$ cat config.mk
export PLATFORM = sky130hd
export DESIGN_NAME = calendar_date_register_core
export DESIGN_NICKNAME = d
export VERILOG_FILES = /design/src/sv/cdr_pkg.sv /design/src/sv/cdr_front.sv /design/src/sv/cdr_back.sv /design/src/sv/calendar_date_register_core.sv
export SDC_FILE = /design/constraint.sdc
export NUM_CORES = 1
export LEC_CHECK = 0
export BUFFER_PORTS_ARGS = -buffer_cell sky130_fd_sc_hd__buf_2
export CORE_AREA = 3 3 202 125
export DETAILED_ROUTE_END_ITERATION = 8
export DIE_AREA = 0 0 205 128
export PLACE_DENSITY = 0.82
export REMOVE_ABC_BUFFERS = 1
export SYNTH_ARGS = -nofsm -noshare
export SYNTH_HDL_FRONTEND = slang
export SYNTH_SLANG_ARGS = --single-unit
$ cat constraint.sdc
create_clock -name clk -period 15 [get_ports clk]
set_clock_uncertainty 0.05 [all_clocks]
set_input_delay 3.75 -clock clk [delete_from_list [all_inputs] [get_ports clk]]
set_output_delay 3.75 -clock clk [all_outputs]
set_load 0.02 [all_outputs]
$ cat src/sv/cdr_pkg.sv
`default_nettype none

package cdr_pkg;

	localparam int COUNT_WIDTH_DEF = 16;
	localparam int QUEUE_DEPTH     = 2;

	localparam logic [11:0] YEAR_MIN     = 12'd1900;
	localparam logic [11:0] YEAR_SET_MAX = 12'd2100;
	localparam logic [11:0] YEAR_TOP     = 12'd4095;
	localparam logic [3:0]  MONTH_DEC    = 4'd12;
	localparam logic [3:0]  MONTH_FEB    = 4'd2;
	localparam logic [4:0]  FEB_LEAP_LEN = 5'd29;
	localparam logic [4:0]  LAST_DAY_DEC = 5'd31;

	// floor(y / 25) == (y * 1311) >> 15 for every 12-bit y
	localparam logic [22:0] RECIP_25 = 23'd1311;
	localparam int          RECIP_SH = 15;

	// month lengths; codes outside 1..12 read as 31
	localparam logic [4:0] MONTH_LEN [16] = '{
		5'd31, 5'd31, 5'd28, 5'd31, 5'd30, 5'd31, 5'd30, 5'd31,
		5'd31, 5'd30, 5'd31, 5'd30, 5'd31, 5'd31, 5'd31, 5'd31
	};

	localparam logic [1:0] OP_SET = 2'd0;
	localparam logic [1:0] OP_ADD = 2'd1;
	localparam logic [1:0] OP_CMP = 2'd2;

	typedef enum logic [1:0] {
		KIND_SET,
		KIND_ADD,
		KIND_CMP,
		KIND_NOP
	} kind_t;

	typedef struct packed {
		kind_t       kind;
		logic [3:0]  month;
		logic [4:0]  day;
		logic [11:0] year;
	} cmd_t;

	// leap: divisible by 4, and not by 100 unless by 400 (400 = 16 * 25)
	function automatic logic is_leap(input logic [11:0] y);
		logic [22:0] prod;
		logic [7:0]  quo;
		logic [11:0] mul25;
		logic [11:0] rem25;
		prod  = 23'(y) * RECIP_25;
		quo   = prod[22:RECIP_SH];
		mul25 = 12'(quo) * 12'd25;
		rem25 = y - mul25;
		return (y[1:0] == 2'd0) && ((rem25 != 12'd0) || (y[3:0] == 4'd0));
	endfunction

	function automatic logic [4:0] days_in(input logic [3:0] m, input logic [11:0] y);
		if (m == MONTH_FEB && is_leap(y))
			return FEB_LEAP_LEN;
		return MONTH_LEN[m];
	endfunction

endpackage

`default_nettype wire

$ cat src/sv/cdr_front.sv
`default_nettype none

module cdr_front
	import cdr_pkg::*;
#(
	parameter int COUNT_WIDTH = COUNT_WIDTH_DEF
) (
	input  wire logic                   clk,
	input  wire logic                   arst_n,
	input  wire logic                   in_valid,
	output logic                        in_stall,
	input  wire logic [1:0]             op,
	input  wire logic [3:0]             in_month,
	input  wire logic [4:0]             in_day,
	input  wire logic [11:0]            in_year,
	input  wire logic [COUNT_WIDTH-1:0] day_count,
	output logic                        q_valid,
	input  wire logic                   q_pop,
	output cmd_t                        q_cmd,
	output logic [COUNT_WIDTH-1:0]      q_count
);

	localparam int PTR_W = (QUEUE_DEPTH > 1) ? $clog2(QUEUE_DEPTH) : 1;
	localparam int CNT_W = $clog2(QUEUE_DEPTH + 1);

	cmd_t                   cmd_mem [QUEUE_DEPTH];
	logic [COUNT_WIDTH-1:0] cnt_mem [QUEUE_DEPTH];
	logic [PTR_W-1:0]       wr_ptr_q;
	logic [PTR_W-1:0]       rd_ptr_q;
	logic [CNT_W-1:0]       fill_q;
	logic                   push;
	logic                   pop;
	cmd_t                   cmd_in;

	always_comb begin
		cmd_in.month = in_month;
		cmd_in.day   = in_day;
		cmd_in.year  = in_year;
		case (op)
			OP_SET:  cmd_in.kind = KIND_SET;
			OP_ADD:  cmd_in.kind = KIND_ADD;
			OP_CMP:  cmd_in.kind = KIND_CMP;
			default: cmd_in.kind = KIND_NOP;
		endcase
	end

	assign in_stall = (fill_q == CNT_W'(QUEUE_DEPTH));
	assign push     = in_valid && !in_stall;
	assign q_valid  = (fill_q != '0);
	assign pop      = q_pop && q_valid;
	assign q_cmd    = cmd_mem[rd_ptr_q];
	assign q_count  = cnt_mem[rd_ptr_q];

	function automatic logic [PTR_W-1:0] ptr_inc(input logic [PTR_W-1:0] p);
		if (p == PTR_W'(QUEUE_DEPTH - 1))
			return '0;
		return p + PTR_W'(1);
	endfunction

	always_ff @(posedge clk) begin
		if (push) begin
			cmd_mem[wr_ptr_q] <= cmd_in;
			cnt_mem[wr_ptr_q] <= day_count;
		end
	end

	always_ff @(posedge clk or negedge arst_n) begin
		if (!arst_n) begin
			wr_ptr_q <= '0;
			rd_ptr_q <= '0;
			fill_q   <= '0;
		end else begin
			if (push)
				wr_ptr_q <= ptr_inc(wr_ptr_q);
			if (pop)
				rd_ptr_q <= ptr_inc(rd_ptr_q);
			if (push && !pop)
				fill_q <= fill_q + CNT_W'(1);
			else if (pop && !push)
				fill_q <= fill_q - CNT_W'(1);
		end
	end

endmodule

`default_nettype wire

$ cat src/sv/cdr_back.sv
`default_nettype none

module cdr_back
	import cdr_pkg::*;
#(
	parameter int COUNT_WIDTH = COUNT_WIDTH_DEF
) (
	input  wire logic                   clk,
	input  wire logic                   arst_n,
	input  wire logic                   q_valid,
	output logic                        q_pop,
	input  wire cmd_t                   q_cmd,
	input  wire logic [COUNT_WIDTH-1:0] q_count,
	output logic                        out_valid,
	input  wire logic                   out_stall,
	output logic [3:0]                  out_month,
	output logic [4:0]                  out_day,
	output logic [11:0]                 out_year,
	output logic                        earlier
);

	localparam int CMP_W = (COUNT_WIDTH > 5) ? COUNT_WIDTH : 5;

	typedef enum logic [1:0] {
		ST_IDLE = 2'b01,
		ST_ADD  = 2'b10
	} state_t;

	state_t                 state_q;
	logic [3:0]             month_q;
	logic [4:0]             day_q;
	logic [11:0]            year_q;
	logic [COUNT_WIDTH-1:0] rem_q;
	logic                   out_valid_q;

	logic                   slot_free;
	logic                   res_done;
	logic [4:0]             left;
	logic [CMP_W-1:0]       rem_ext;
	logic [CMP_W-1:0]       left_ext;
	logic [CMP_W-1:0]       rem_after;
	logic                   fits;
	logic                   at_top;
	logic [3:0]             set_month;
	logic [11:0]            set_year;
	logic [4:0]             set_dim;
	logic [4:0]             set_day;
	logic                   is_earlier;

	assign slot_free = !out_valid_q || !out_stall;
	assign q_pop     = q_valid && (state_q == ST_IDLE) && slot_free;
	assign out_valid = out_valid_q;
	assign res_done  = (q_pop && (q_cmd.kind != KIND_ADD)) ||
		((state_q == ST_ADD) && (fits || at_top));

	// one month boundary per cycle while adding
	always_comb begin
		left      = days_in(month_q, year_q) - day_q;
		rem_ext   = CMP_W'(rem_q);
		left_ext  = CMP_W'(left);
		fits      = (rem_ext <= left_ext);
		rem_after = rem_ext - left_ext - CMP_W'(1);
		at_top    = (month_q == MONTH_DEC) && (year_q >= YEAR_TOP);
	end

	always_comb begin
		set_month = (q_cmd.month inside {[4'd1:MONTH_DEC]}) ? q_cmd.month : 4'd1;
		set_year  = (q_cmd.year inside {[YEAR_MIN:YEAR_SET_MAX]}) ? q_cmd.year : YEAR_MIN;
		set_dim   = days_in(set_month, set_year);
		set_day   = (q_cmd.day >= 5'd1 && q_cmd.day <= set_dim) ? q_cmd.day : 5'd1;
		is_earlier = ({year_q, month_q, day_q} < {q_cmd.year, q_cmd.month, q_cmd.day});
	end

	always_ff @(posedge clk) begin
		if (state_q == ST_IDLE) begin
			if (q_pop) begin
				rem_q <= q_count;
				case (q_cmd.kind)
					KIND_SET: begin
						out_month <= set_month;
						out_day   <= set_day;
						out_year  <= set_year;
						earlier   <= 1'b0;
					end
					KIND_CMP: begin
						out_month <= month_q;
						out_day   <= day_q;
						out_year  <= year_q;
						earlier   <= is_earlier;
					end
					default: begin
						out_month <= month_q;
						out_day   <= day_q;
						out_year  <= year_q;
						earlier   <= 1'b0;
					end
				endcase
			end
		end else begin
			if (!fits)
				rem_q <= COUNT_WIDTH'(rem_after);
			out_month <= month_q;
			out_year  <= year_q;
			earlier   <= 1'b0;
			if (fits)
				out_day <= day_q + rem_ext[4:0];
			else
				out_day <= LAST_DAY_DEC;
		end
	end

	always_ff @(posedge clk or negedge arst_n) begin
		if (!arst_n) begin
			state_q     <= ST_IDLE;
			month_q     <= 4'd1;
			day_q       <= 5'd1;
			year_q      <= YEAR_MIN;
			out_valid_q <= 1'b0;
		end else begin
			out_valid_q <= res_done || (out_valid_q && out_stall);
			case (state_q)
				ST_IDLE: begin
					if (q_pop) begin
						case (q_cmd.kind)
							KIND_SET: begin
								month_q <= set_month;
								day_q   <= set_day;
								year_q  <= set_year;
							end
							KIND_ADD: begin
								state_q <= ST_ADD;
							end
							default: ;
						endcase
					end
				end
				ST_ADD: begin
					// output slot is empty here: it was free when the add was taken
					if (fits) begin
						day_q   <= day_q + rem_ext[4:0];
						state_q <= ST_IDLE;
					end else if (at_top) begin
						day_q   <= LAST_DAY_DEC;
						state_q <= ST_IDLE;
					end else begin
						day_q <= 5'd1;
						if (month_q == MONTH_DEC) begin
							month_q <= 4'd1;
							year_q  <= year_q + 12'd1;
						end else begin
							month_q <= month_q + 4'd1;
						end
					end
				end
				default: state_q <= ST_IDLE;
			endcase
		end
	end

endmodule

`default_nettype wire

$ cat src/sv/calendar_date_register_core.sv
// Set, compare, unused op: accepted input is queued, then popped into the result register.
// Add: the back-end stepper crosses one month boundary per cycle, then sets the result.
// Throughput: one set/compare per cycle when out_stall is low; an add holds the back end
// while it steps, and the 2-entry command queue keeps accepting input until it is full.
// Reset (arst_n low, async): date = 1900-01-01, queue and result register empty.
`default_nettype none

module calendar_date_register_core
	import cdr_pkg::*;
#(
	parameter int COUNT_WIDTH = COUNT_WIDTH_DEF
) (
	input  wire logic                   clk,
	input  wire logic                   arst_n,
	input  wire logic                   in_valid,
	output logic                        in_stall,
	input  wire logic [1:0]             op,
	input  wire logic [3:0]             in_month,
	input  wire logic [4:0]             in_day,
	input  wire logic [11:0]            in_year,
	input  wire logic [15:0]            day_count,
	output logic                        out_valid,
	input  wire logic                   out_stall,
	output logic [3:0]                  out_month,
	output logic [4:0]                  out_day,
	output logic [11:0]                 out_year,
	output logic                        earlier
);

	logic                   q_valid;
	logic                   q_pop;
	cmd_t                   q_cmd;
	logic [COUNT_WIDTH-1:0] q_count;

	cdr_front #(
		.COUNT_WIDTH(COUNT_WIDTH)
	) u_front (
		.clk       (clk),
		.arst_n    (arst_n),
		.in_valid  (in_valid),
		.in_stall  (in_stall),
		.op        (op),
		.in_month  (in_month),
		.in_day    (in_day),
		.in_year   (in_year),
		.day_count (COUNT_WIDTH'(day_count)),
		.q_valid   (q_valid),
		.q_pop     (q_pop),
		.q_cmd     (q_cmd),
		.q_count   (q_count)
	);

	cdr_back #(
		.COUNT_WIDTH(COUNT_WIDTH)
	) u_back (
		.clk       (clk),
		.arst_n    (arst_n),
		.q_valid   (q_valid),
		.q_pop     (q_pop),
		.q_cmd     (q_cmd),
		.q_count   (q_count),
		.out_valid (out_valid),
		.out_stall (out_stall),
		.out_month (out_month),
		.out_day   (out_day),
		.out_year  (out_year),
		.earlier   (earlier)
	);

endmodule

`default_nettype wire

-- After elaboration in Yosys (flattened, before gate mapping)
Memories as Yosys holds them, arrays and structs flattened.
Cells that the tools add are included.
- $add $sub $neg: 12
- $mul: 4
- order comparisons: 11
- equality and inequality tests: 18
- multiplexer cells: 56
- bitwise logic cells: 2
- reduce and logical (&&, ||, !) cells: 44
- operators with widths (kind ; number):
    12-bit two-way mux ; 7
    5-bit two-way mux ; 15
    16-bit two-way mux ; 3
    12-bit by 11-bit multiplier with 23-bit output, second input constant ; 2
    4-bit two-way mux ; 7
    8-bit by 5-bit multiplier with 12-bit output, second input constant ; 2
    12-bit case mux with 2 select lines ; 1
    12-bit nonzero test ; 2
    12-bit subtractor ; 2
    21-bit < comparator ; 1
    1-bit logical AND ; 17
    16-bit by 5-bit <= comparator with 1-bit output ; 1
    16-bit by 1-bit subtractor with 16-bit output, second input constant ; 1
    16-bit by 5-bit subtractor with 16-bit output ; 1
    1-bit two-way mux ; 13
    12-bit by 1-bit adder with 12-bit output, second input constant ; 1
    12-bit by 11-bit greater-or-equal comparator with 1-bit output, second input constant ; 1
    12-bit greater-or-equal comparator, second input constant ; 1
    12-bit <= comparator, second input constant ; 1
    2-bit two-way mux ; 6
    5-bit greater-or-equal comparator, second input constant ; 2
    2-bit != test, second input constant ; 5
    4-bit inverter with 5-bit output ; 2
    5-bit case mux with 2 select lines ; 1
    28 further kinds ; 52
- register bits after elaboration: 66
- bits in writable memories: 78
- bits in read-only memories: 160
- bits of input ports: 43
- output and inout port bits: 24
- word-level logic and storage cells: 164
- memories kept: 4
- memory list (name ; depth ; width ; rd ports ; clocked after memory_dff ; wr ports ; RTL line ; source):
    (name not given) ; 16 ; 5 ; 1 ; 0 ; 0 ; cdr_pkg.sv:60 ; return MONTH_LEN[m];
    (name not given) ; 16 ; 5 ; 1 ; 0 ; 0 ; cdr_pkg.sv:60 ;
    u_front.cmd_mem ; 2 ; 23 ; 1 ; 0 ; 1 ; cdr_front.sv:26 ; cmd_t cmd_mem [QUEUE_DEPTH];
    u_front.cnt_mem ; 2 ; 16 ; 1 ; 0 ; 1 ; cdr_front.sv:27 ; logic [COUNT_WIDTH-1:0] cnt_mem [QUEUE_DEPTH];

-- Depth between registers and ports, before layout
Gate-level depths: netlist of the first run.
An unclocked memory read counts as a cell.
- depth after elaboration: 19
- gate-level depth with buffers: 52
- depth with buffers taken out: 50

-- By module
Synthesis of the first run repeated with hierarchy kept, for this count alone.
- cells, all modules: 1498
- area, all modules: 15023.2 µm²
- modules (own cells, without submodules) (module ; instances ; cells each ; area each (µm²) ; sequential area each (µm²)):
    cdr_back ; 1 ; 1356 ; 11989.0 ; 1744.2
    cdr_front ; 1 ; 142 ; 3034.2 ; 2442.3

-- Worst setup path after synthesis of the first run
OpenSTA, ideal clock, no wires.
- kind: register to register
- start point: register u_back.year_q[2]
- end point: register u_back.rem_q[0], in the netlist u_back.rem_ext[0], enable pin
- setup time: 0.411 ns
- data arrival time: 10.977 ns
- setup slack: 3.562 ns
- stages on the path, launching flop included: 44
- buffers on the path: 1
- cells stage by stage: dfstp_2 clkbuf_1 inv_1 fa_1 inv_1 ha_1 fa_1 ha_1 inv_1 fa_1 inv_1 ha_1 a21o_1 a21oi_1 o221ai_1 a31oi_1 nor2_1 o41ai_1 [... 8 more ...] and2_1 nand4_1 nor4_1 nand3b_1 mux2i_1 nand4_1 o31ai_1 ha_1 inv_1 fa_1 nor2_1 xor2_1 ha_1 and3_1 and3_1 a31oi_1 nor4_4 o21ai_0
- cells in the longest elaborated chain, start to end: 13
- elaborated cells on any way between the ends: 14
- classes of those cells: add/sub: 2; mul: 2; order compare: 1; eq/ne: 1; mux: 2; reduce/logical: 6
- ends and longest elaborated chain (item ; RTL line ; source):
    start, declared ; cdr_back.sv:32 ; logic [11:0] year_q;
    start signal, assigned ; cdr_back.sv:128 ; year_q <= set_year;
    start signal, assigned ; cdr_back.sv:149 ; year_q <= year_q + 12'd1;
    12-bit by 11-bit multiplier with 23-bit output ; cdr_pkg.sv:50 ; prod = 23'(y) * RECIP_25;
    8-bit by 5-bit multiplier with 12-bit output ; cdr_pkg.sv:52 ; mul25 = 12'(quo) * 12'd25;
    12-bit subtractor ; cdr_pkg.sv:53 ; rem25 = y - mul25;
    12-bit nonzero test ; cdr_pkg.sv:54 ; return (y[1:0] == 2'd0) && ((rem25 != 12'd0) || (y[3:0] == 4'd0));
    1-bit logical OR (*) ; cdr_pkg.sv:54 ;
    1-bit logical AND (*) ; cdr_pkg.sv:54 ;
    1-bit logical AND (*) ; cdr_pkg.sv:58 ; if (m == MONTH_FEB && is_leap(y))
    1-bit two-way mux (*) ; cdr_pkg.sv:58 ;
    5-bit two-way mux (*) ; cdr_pkg.sv:60 ;
    5-bit subtractor (*) ; cdr_back.sv:58 ; left = days_in(month_q, year_q) - day_q;
    16-bit by 5-bit <= comparator with 1-bit output (*) ; cdr_back.sv:61 ; fits = (rem_ext <= left_ext);
    2-bit != test (no line) (*) ; - ;
    2-bit AND reduction (no line) (*) ; - ;
    end signal, assigned ; cdr_back.sv:77 ; rem_q <= q_count;
    end signal, assigned ; cdr_back.sv:101 ; rem_q <= COUNT_WIDTH'(rem_after);
    end, declared ; cdr_back.sv:33 ; logic [COUNT_WIDTH-1:0] rem_q;
Every way passes the cells marked *; elsewhere a longest branch is shown, timed or not.
A chain may end at the register's enable or synchronous reset.

-- Final worst setup path of the first run
- start point: register u_front.rd_ptr_q
- end point: register u_back.out_day[1] (data pin)
- cells in the longest elaborated chain, start to end: 19
- elaborated cells on any way between the ends: 33
- classes of those cells: add/sub: 1; mul: 2; order compare: 6; eq/ne: 1; mux: 10; bitwise: 1; reduce/logical: 10; memory: 2
- ends and longest elaborated chain (item ; RTL line ; source):
    start, declared ; cdr_front.sv:29 ; logic [PTR_W-1:0] rd_ptr_q;
    start signal, assigned ; cdr_front.sv:76 ; rd_ptr_q <= ptr_inc(rd_ptr_q);
    memory 2 x 23 bit (*) ; - ;
    12-bit by 11-bit greater-or-equal comparator with 1-bit output or 12-bit <= comparator (tied branches) ; cdr_back.sv:68 ; set_year = (q_cmd.year inside {[YEAR_MIN:YEAR_SET_MAX]}) ? q_cmd.year : YEAR_MIN;
    1-bit logical AND ; cdr_back.sv:68 ;
    12-bit two-way mux ; cdr_back.sv:68 ;
    12-bit by 11-bit multiplier with 23-bit output ; cdr_pkg.sv:50 ;
    8-bit by 5-bit multiplier with 12-bit output ; cdr_pkg.sv:52 ;
    12-bit subtractor ; cdr_pkg.sv:53 ;
    12-bit nonzero test ; cdr_pkg.sv:54 ;
    [... 2 more ...] ; - ;
    1-bit logical AND ; cdr_pkg.sv:58 ;
    1-bit two-way mux ; cdr_pkg.sv:58 ;
    5-bit two-way mux ; cdr_pkg.sv:60 ;
    5-bit <= comparator ; cdr_back.sv:70 ; set_day = (q_cmd.day >= 5'd1 && q_cmd.day <= set_dim) ? q_cmd.day : 5'd1;
    1-bit logical AND ; cdr_back.sv:70 ;
    5-bit two-way mux ; cdr_back.sv:70 ;
    5-bit two-way mux (*) (2 in series) ; - ;
    5-bit two-way mux (*) ; cdr_back.sv:75 ; if (state_q == ST_IDLE) begin
    end signal, assigned ; cdr_back.sv:81 ; out_day <= set_day;
    end signal, assigned ; cdr_back.sv:87 ; out_day <= day_q;
    end signal, assigned ; cdr_back.sv:93 ; out_day <= day_q;
    end, declared ; cdr_back.sv:17 ; output logic [4:0] out_day,
Every way passes the cells marked *; elsewhere a longest branch is shown, timed or not. The select of a mux whose other input is x is not followed.

==> results.py, run 1 <==
metrics = {
    "outcome": {
        "outcome": "finished clean",
    },
    "clock_network": {
        "hold_buffers": 0,
        "cts_num_sinks": 144,
        "cts_made_buffers": 17,
        "insertion_delay_ns": 0.44,
        "postCtsSetupBuffers": 0,
        "cts_max_level": 4,
        "clockRootBuffer": "clkbuf_16",
        "clk_pin_slew_ns": 0.07,
        "cts_tree": "yes",
        "ctsResizeCount": 0,
        "cts_buffer_depth": 2,
    },
    "synth": {
        "synthArstFlopShare": 0.194,
        "postSynthAreaPerCell_sq_um": 10.2,
        "synthCells": 1475,
        "ys_types": 79,
        "syn_area_sq_mm": 0.0150,
        "synth_seq_cells": 144,
        "synth-edff-count": 115,
        "ys_warn_count": 0,
        "seq_area_frac_synth": 0.279,
        "ys.flop_type": "edfxtp_1",
    },
    "run": {
        "maxCapViolCount": 0,
    },
    "finish": {
        "layout.nets": 1950,
        "layout_commonest_cell": "ha_1",
        "final_cells": 1869,
        "final_cell_mix": "ha_1, inv_1, edfxtp_1",
        "multi_input_comb_area_sq_mm": 0.00972,
        "area_growth_pct": 8.22,
        "drive_gt1_frac": 0.0997,
        "insertedDiodeCount": 0,
        "nFillCells": 1759,
        "seq_area_sq_mm": 0.00419,
    },
    "worst_setup_path": {
        "startpoint": "u_front.rd_ptr_q",
        "end_kind": "register",
        "crit_arrival_ns": 13.58,
        "r2r_slack_ns": 1.52,
        "required_ns": 15.09,
        "crit_fanout": 40,
        "crit_path_frequent_cell": "fa_1",
        "slowest_delay_ns": 0.62,
        "crit_type": "reg -> reg",
        "critPathTopFamily": "adder cells",
        "startpoint_type": "register",
        "cp.buffers_inverters": 6,
        "cp_slowest_cell": "dfrtp_2",
        "timing.rr.start": "u_front.rd_ptr_q",
    },
    "grt": {
        "grt_pass1_wl_um": 60900,
        "grt_pass1_vias": 11339,
        "grt_usage": 0.300,
        "antenna_found_initial": 0,
        "grt_overflow": 0,
        "grt_max_degree": 41,
    },
    "worst_hold_path": {
        "hp-class": "reg -> reg",
        "hold_start": "u_front.fill_q[1]",
    },
    "sta": {
        "min_period_ns": 13.48,
        "max_slew_margin": 0.197,
        "slew_viol_final": 0,
        "setup_viol": 0,
        "final_hold_viol_count": 0,
        "max_freq_ghz": 0.0742,
        "tns_ns": 0,
        "fin_crit_sh": 0.899,
        "worstMarginPinSlew_ns": 1.20,
        "rsz0062_at_grt": "false",
    },
    "floorplanning": {
        "initial_core_util": 0.645,
        "dieHeight_um": 128,
        "dieArea_sq_mm": 0.0262,
        "core-area_sq_mm": 0.0232,
        "ioPinCount": 67,
        "row_count": 43,
        "fp.dieW_um": 205,
    },
    "placed_design": {
        "dp.cells": 1837,
        "place_hpwl_um": 29900,
        "place_congestion": 0.961,
        "port-buffer-count": 66,
    },
    "detailed_routing": {
        "first_pass_iters": 7,
        "drtAntennaViolNets": 0,
        "wirelength_um": 38000,
        "wl_per_cell_um": 20.3,
        "vias": 11432,
        "drt-initial-drc-count": 1335,
        "viasPerCell": 6.12,
        "drc": 0,
    },
}
==> metal layers <==
layer / up-vias / part of all wire / track usage
met2: 620 / 0.41 / 0.426
met1: 5499 / 0.46 / 0.465
met5: - / 0 / 0
met3: 56 / 0.12 / 0.0769
li1: 5257 / - / -
met4: 0 / 0.013 / 0.0566
==> cell type report <==
type,count,share of cell area
Clock inverter,15,0.00779
Sequential cell,144,0.258
Timing Repair Buffer,74,0.0241
Multi-Input combinational cell,1046,0.600
Inverter,258,0.0597
Tap cell,315,0.0243
Clock buffer,17,0.0262
==> Yosys cell counts (6+ instances only) <==
cell type	count	share of area
clkbuf_1	24	0.0060
or2_2	10	0.0042
a21oi_1	75	0.025
nand2_1	67	0.017
a21o_1	15	0.0075
mux2i_1	30	0.020
nor3_1	23	0.0077
o22ai_1	9	0.0038
mux2i_2	6	0.0055
nor4_1	9	0.0038
or3_1	9	0.0038
a211oi_1	7	0.0035
o21a_1	10	0.0050
a31oi_1	14	0.0058
and3_1	11	0.0046
and2_1	8	0.0033
mux2_2	8	0.0060
dfrtp_1	18	0.030
xnor2_1	50	0.029
dfstp_2	10	0.018
nand4_1	12	0.0050
o21ai_0	69	0.023
nor2b_1	15	0.0063
nor2_1	69	0.017
nand3_1	22	0.0073
xor2_1	30	0.018
ha_1	267	0.22
fa_1	99	0.13
edfxtp_1	115	0.23
nand2b_1	17	0.0071
inv_1	257	0.064
==> stage by stage <==
stage                     utilization  hold slack [ns]  area (sq um)  setup slack [ns]
after global placement          0.674            0.432         15700              1.77
after detailed placement        0.674            0.449         15700              1.72
final                           0.698            0.461         16200              1.52
after floorplan                     -            0.409         14900              2.82
after global routing            0.698            0.471         16200             0.645
after CTS                       0.698            0.460         16200              1.64
==> worst paths after layout <==
kind                                           to  cells after the start
min in group asynchronous         u_back.day_q[3]                      1
max in group asynchronous        u_front.rd_ptr_q                      1
worst min-delay path            u_front.fill_q[1]                      1
worst max-delay path            u_back.out_day[1]                     38
worst max register to register  u_back.out_day[1]                     38
worst min register to register  u_front.fill_q[1]                      1
==> state kept, by name (all words and copies together) (netlist names), 2 cells and up <==
register,count
u_back.day_q,5
u_back.month_q,4
u_back.out_day,5
u_back.out_month,4
u_back.out_year,12
u_back.rem_ext,16
u_back.state_q,2
u_back.year_q,12
u_front.cmd_mem,46
u_front.cnt_mem,32
u_front.fill_q,2
==> cells by family (layout without fill, tap and decap cells) <==
group / count (synthesis) / in the layout / synth area share
fa+ha+maj: 367 / 367 / 0.356
simple gates: 290 / 290 / 0.0983
buf+inv: 285 / 364 / 0.0725
compound gates: 262 / 262 / 0.113
flops: 144 / 144 / 0.279
xor+xnor: 81 / 81 / 0.0478
mux: 45 / 45 / 0.0331
other cells: 1 / 1 / 0.000250
Power of run 1 is left out: the tool's default activity adds up to more than one toggle a clock period on the data nets, which glitch-free logic cannot reach.
==> run 2, diff against run 1 <==
CORE_AREA = 3 3 240 148   (was 3 3 202 125)
DIE_AREA = 0 0 243 151   (was 0 0 205 128)
GPL_ROUTABILITY_DRIVEN = 0   (was default)
PLACE_DENSITY = default   (was 0.82)
==> run 2 against run 1 <==
Fmax is 1.6% lower; first-iteration DRC count is 29% lower; wire length hardly changed; non-clock buffer count is 5 higher; die area is 40% higher; critical endpoint unchanged; clock-buffer cell count is 1 higher; worst setup slack worse by 0.22 ns; cell area is 1.5% higher; sequential share of layout area is 0.37 points lower; register-to-register slack worse by 0.22 ns.
==> results.py, run 2 (synthesized netlist as in run 1, its figures left out) <==
metrics = {
    "sta": {
        "worstMarginPinSlew_ns": 1.02,
        "final_hold_viol_count": 0,
        "tns_ns": 0,
        "setup_viol": 0,
        "max_slew_margin": 0.322,
        "min_period_ns": 13.71,
        "rsz0062_at_grt": "false",
        "slew_viol_final": 0,
        "max_freq_ghz": 0.0730,
        "fin_crit_sh": 0.914,
    },
    "placed_design": {
        "place_hpwl_um": 30600,
        "dp.cells": 1986,
        "port-buffer-count": 66,
    },
    "finish": {
        "regMostFlops": "u_front.cmd_mem",
        "final_cell_mix": "ha_1, inv_1, edfxtp_1",
        "largest_reg_flops": 46,
        "drive_gt1_frac": 0.103,
        "reg_top3": "u_front.cmd_mem: 46 flops, u_front.cnt_mem: 32 flops, u_back.rem_ext: 16 flops",
        "layout_commonest_cell": "ha_1",
        "final_cells": 2018,
        "layout.nets": 1955,
        "area_growth_pct": 9.80,
        "insertedDiodeCount": 0,
    },
    "floorplanning": {
        "fp.dieW_um": 243,
        "ioPinCount": 67,
        "core-area_sq_mm": 0.0334,
        "dieArea_sq_mm": 0.0367,
        "dieHeight_um": 151,
        "row_count": 52,
        "initial_core_util": 0.448,
    },
    "worst_setup_path": {
        "crit_type": "reg -> reg",
        "crit_arrival_ns": 13.79,
        "worstRegToRegCells": 38,
        "r2r_end": "u_back.out_day[1]",
        "r2r_slack_ns": 1.29,
        "cp.buffers_inverters": 6,
        "crit_fanout": 31,
        "startpoint_type": "register",
        "crit_path_frequent_cell": "fa_1",
        "cp_slowest_cell": "dfrtp_2",
        "timing.rr.start": "u_front.rd_ptr_q",
        "critPathTopFamily": "adder cells",
        "required_ns": 15.08,
        "end_kind": "register",
        "slowest_delay_ns": 0.79,
    },
    "grt": {
        "grt_overflow": 0,
        "grt_pass1_wl_um": 60000,
        "antenna_found_initial": 0,
        "grt_max_degree": 40,
        "grt_usage": 0.212,
        "grt_pass1_vias": 10536,
    },
    "outcome": {
        "outcome": "finished clean",
    },
    "clock_network": {
        "insertion_delay_ns": 0.44,
        "cts_tree": "yes",
        "clk_pin_slew_ns": 0.07,
        "cts_made_buffers": 17,
        "hold_buffers": 0,
        "clockRootBuffer": "clkbuf_16",
        "cts_num_sinks": 144,
        "postCtsSetupBuffers": 0,
        "ctsResizeCount": 0,
        "cts_max_level": 4,
        "cts_buffer_depth": 2,
    },
    "worst_hold_path": {
        "hold_depth": 1,
        "hold_start": "u_front.fill_q[1]",
        "holdPathEnd": "u_front.fill_q[1]",
        "hp-class": "reg -> reg",
    },
    "detailed_routing": {
        "wl_per_cell_um": 18.8,
        "drtAntennaViolNets": 0,
        "wirelength_um": 37900,
        "viasPerCell": 5.40,
        "drt-initial-drc-count": 950,
        "first_pass_iters": 6,
        "vias": 10893,
        "drc": 0,
    },
    "run": {
        "maxCapViolCount": 0,
    },
}
-- run 2: routing by layer --
| layer | part of all wire | wire [um] | GRT usage | vias to the layer above |
|---|---|---|---|---|
| met3 | 0.068 | 2600 | 0.0361 | 20 |
| li1 | - | - | - | 5275 |
| met1 | 0.55 | 20800 | 0.353 | 5262 |
| met5 | 0 | 0 | 0 | - |
| met4 | 0.0070 | 266 | 0.0373 | 0 |
| met2 | 0.38 | 14300 | 0.282 | 336 |
-- run 2: stage by stage --
stage                     instance area, sq um  hold WS, ns   util  setup slack (ns)
after floorplan                          14900        0.409      -              2.82
after global placement                   15900        0.439  0.475              1.27
after detailed placement                 15900        0.447  0.475              1.36
after CTS                                16500        0.458  0.492              1.32
after global routing                     16500        0.483  0.492             0.431
final                                    16500        0.457  0.492              1.29
-- run 2: layout make-up --
class | count | area, sq um
fill | 3147 | 17000
multi-input combinational | 1046 | 9720
sequential | 144 | 4190
inverter | 258 | 968
tap | 459 | 574
clock buffer | 18 | 429
timing repair buffer | 79 | 428
clock inverter | 14 | 143
-- run 2: worst max-delay path by stage --
stage,from,to,slack (ns),cells after the start
after CTS,u_front.rd_ptr_q,u_back.out_day[2],1.32,38
after floorplan,u_front.rd_ptr_q,u_back.out_day[2],2.82,38
after global placement,u_front.rd_ptr_q,u_back.out_day[1],1.27,38
after global routing,u_front.rd_ptr_q,u_back.out_day[2],0.43,40
after detailed placement,u_front.rd_ptr_q,u_back.out_day[2],1.36,38
final,u_front.rd_ptr_q,u_back.out_day[1],1.29,38
Power of run 2 is left out for the same reason.
==> run 3, diff against run 2 <==
CELL_PAD_IN_SITES_DETAIL_PLACEMENT = 0   (was default)
CELL_PAD_IN_SITES_GLOBAL_PLACEMENT = 1   (was default)
PLACE_DENSITY_LB_ADDON = 0.1   (was default)
==> run 3 against run 2 <==
Critical path depth is 1 higher; clock-buffer cell count down 1; critical endpoint is now u_back.out_day[4]; largest cell class unchanged; wire length is 2.4% higher.
==> results.py, run 3 (synthesized netlist as in run 1, its figures left out) <==
metrics = {
    "worst_setup_path": {
        "end_kind": "register",
        "startpoint_type": "register",
        "crit_arrival_ns": 14.14,
        "critPathTopFamily": "adder cells",
        "slowest_delay_ns": 0.80,
        "cp.depth": 39,
        "cp_slowest_cell": "dfrtp_2",
        "crit_path_frequent_cell": "fa_1",
        "required_ns": 15.10,
        "crit_type": "reg -> reg",
        "worstRegToRegCells": 39,
        "cp.buffers_inverters": 6,
        "crit_fanout": 31,
    },
    "clock_network": {
        "cts_made_buffers": 17,
        "cts_max_level": 4,
        "cts_buffer_depth": 2,
        "clockRootBuffer": "clkbuf_16",
        "cts_tree": "yes",
        "ctsResizeCount": 0,
        "clk_pin_slew_ns": 0.07,
        "cts_num_sinks": 144,
        "hold_buffers": 0,
        "insertion_delay_ns": 0.45,
        "postCtsSetupBuffers": 0,
    },
    "finish": {
        "stdcell_area_sq_mm": 0.0165,
        "insertedDiodeCount": 0,
        "final_util": 0.493,
        "nFillCells": 3162,
        "regMostFlops": "u_front.cmd_mem",
        "layout.nets": 1956,
        "reg_top3": "u_front.cmd_mem: 46 flops, u_front.cnt_mem: 32 flops, u_back.rem_ext: 16 flops",
        "final_cell_mix": "ha_1, inv_1, edfxtp_1",
        "largest_reg_flops": 46,
        "area_growth_pct": 10.1,
        "drive_gt1_frac": 0.104,
        "layout_commonest_cell": "ha_1",
    },
    "detailed_routing": {
        "wl_per_cell_um": 19.2,
        "drtAntennaViolNets": 0,
        "drc": 0,
        "first_pass_iters": 6,
        "vias": 10751,
        "viasPerCell": 5.32,
        "wirelength_um": 38800,
        "drt-initial-drc-count": 783,
    },
    "floorplanning": {
        "dieArea_sq_mm": 0.0367,
        "row_count": 52,
        "ioPinCount": 67,
        "dieHeight_um": 151,
        "fp.dieW_um": 243,
        "core-area_sq_mm": 0.0334,
        "initial_core_util": 0.448,
    },
    "placed_design": {
        "placed_cell_area_sq_mm": 0.0159,
        "place_hpwl_um": 31900,
        "port-buffer-count": 66,
    },
    "sta": {
        "rsz0062_at_grt": "false",
        "fin_crit_sh": 0.936,
        "setup_viol": 0,
        "tns_ns": 0,
        "slew_viol_final": 0,
        "min_period_ns": 14.04,
        "worstMarginPinSlew_ns": 1.03,
        "max_slew_margin": 0.316,
        "final_hold_viol_count": 0,
        "max_freq_ghz": 0.0712,
    },
    "grt": {
        "antenna_found_initial": 0,
        "grt_overflow": 0,
        "grt_pass1_vias": 10438,
        "grt_usage": 0.221,
        "grt_max_degree": 40,
        "grt_pass1_wl_um": 61600,
    },
    "outcome": {
        "outcome": "finished clean",
    },
    "run": {
        "maxCapViolCount": 0,
    },
    "worst_hold_path": {
        "hold_depth": 1,
        "hp-class": "reg -> reg",
    },
}
-- run 3: path summary, 6_finish.rpt --
check	startpoint	to	slack, ns
setup reg to reg	u_front.rd_ptr_q	u_back.out_day[4]	0.96
hold reg to reg	u_back.earlier	u_back.earlier	0.45
max in group asynchronous	arst_n	u_front.rd_ptr_q	11.04
min in group asynchronous	arst_n	u_front.wr_ptr_q	3.31
setup / recovery	u_front.rd_ptr_q	u_back.out_day[4]	0.96
hold / removal	u_back.earlier	u_back.earlier	0.45
-- run 3: worst register-to-register path, delay by kind of cell, from the launching register on --
family                     cells  cell delay [ns]
AOI/OAI and AO/OA             15             4.27
xor gates and xnor gates       1             0.46
adders and majority gates     11             4.95
buffers and inverters          6             1.15
DFF                            1             0.80
muxes                          1             0.34
and+or+nand+nor                5             1.76
-- run 3: final cells by class --
class | count | area, sq um | share of cell area
timing repair buffer | 80 | 435 | 0.0264
clock inverter | 15 | 186 | 0.0113
multi-input combinational | 1046 | 9720 | 0.589
clock buffer | 17 | 425 | 0.0258
inverter | 258 | 968 | 0.0587
sequential | 144 | 4190 | 0.254
tap | 459 | 574 | 0.0348
-- run 3: routing by layer --
| metal | part of all wire | up-vias | track usage | routed length, um |
|---|---|---|---|---|
| met4 | 0.0059 | 0 | 0.0373 | 230 |
| met5 | 0 | - | 0 | 0 |
| met2 | 0.37 | 262 | 0.285 | 14200 |
| li1 | - | 5281 | - | - |
| met1 | 0.58 | 5194 | 0.379 | 22400 |
| met3 | 0.051 | 14 | 0.0287 | 1980 |
-- run 3: metrics by stage --
step | setup slack, ns | hold WS (ns) | instances
2_1_floorplan | 2.82 | 0.409 | 1448
3_5_place_dp | 1.13 | 0.438 | 1987
4_1_cts | 1.04 | 0.454 | 2019
3_3_place_gp | 1.23 | 0.429 | 1987
6_report | 0.957 | 0.454 | 2019
5_1_grt | 0.282 | 0.482 | 2019
Power of run 3 is left out for the same reason.
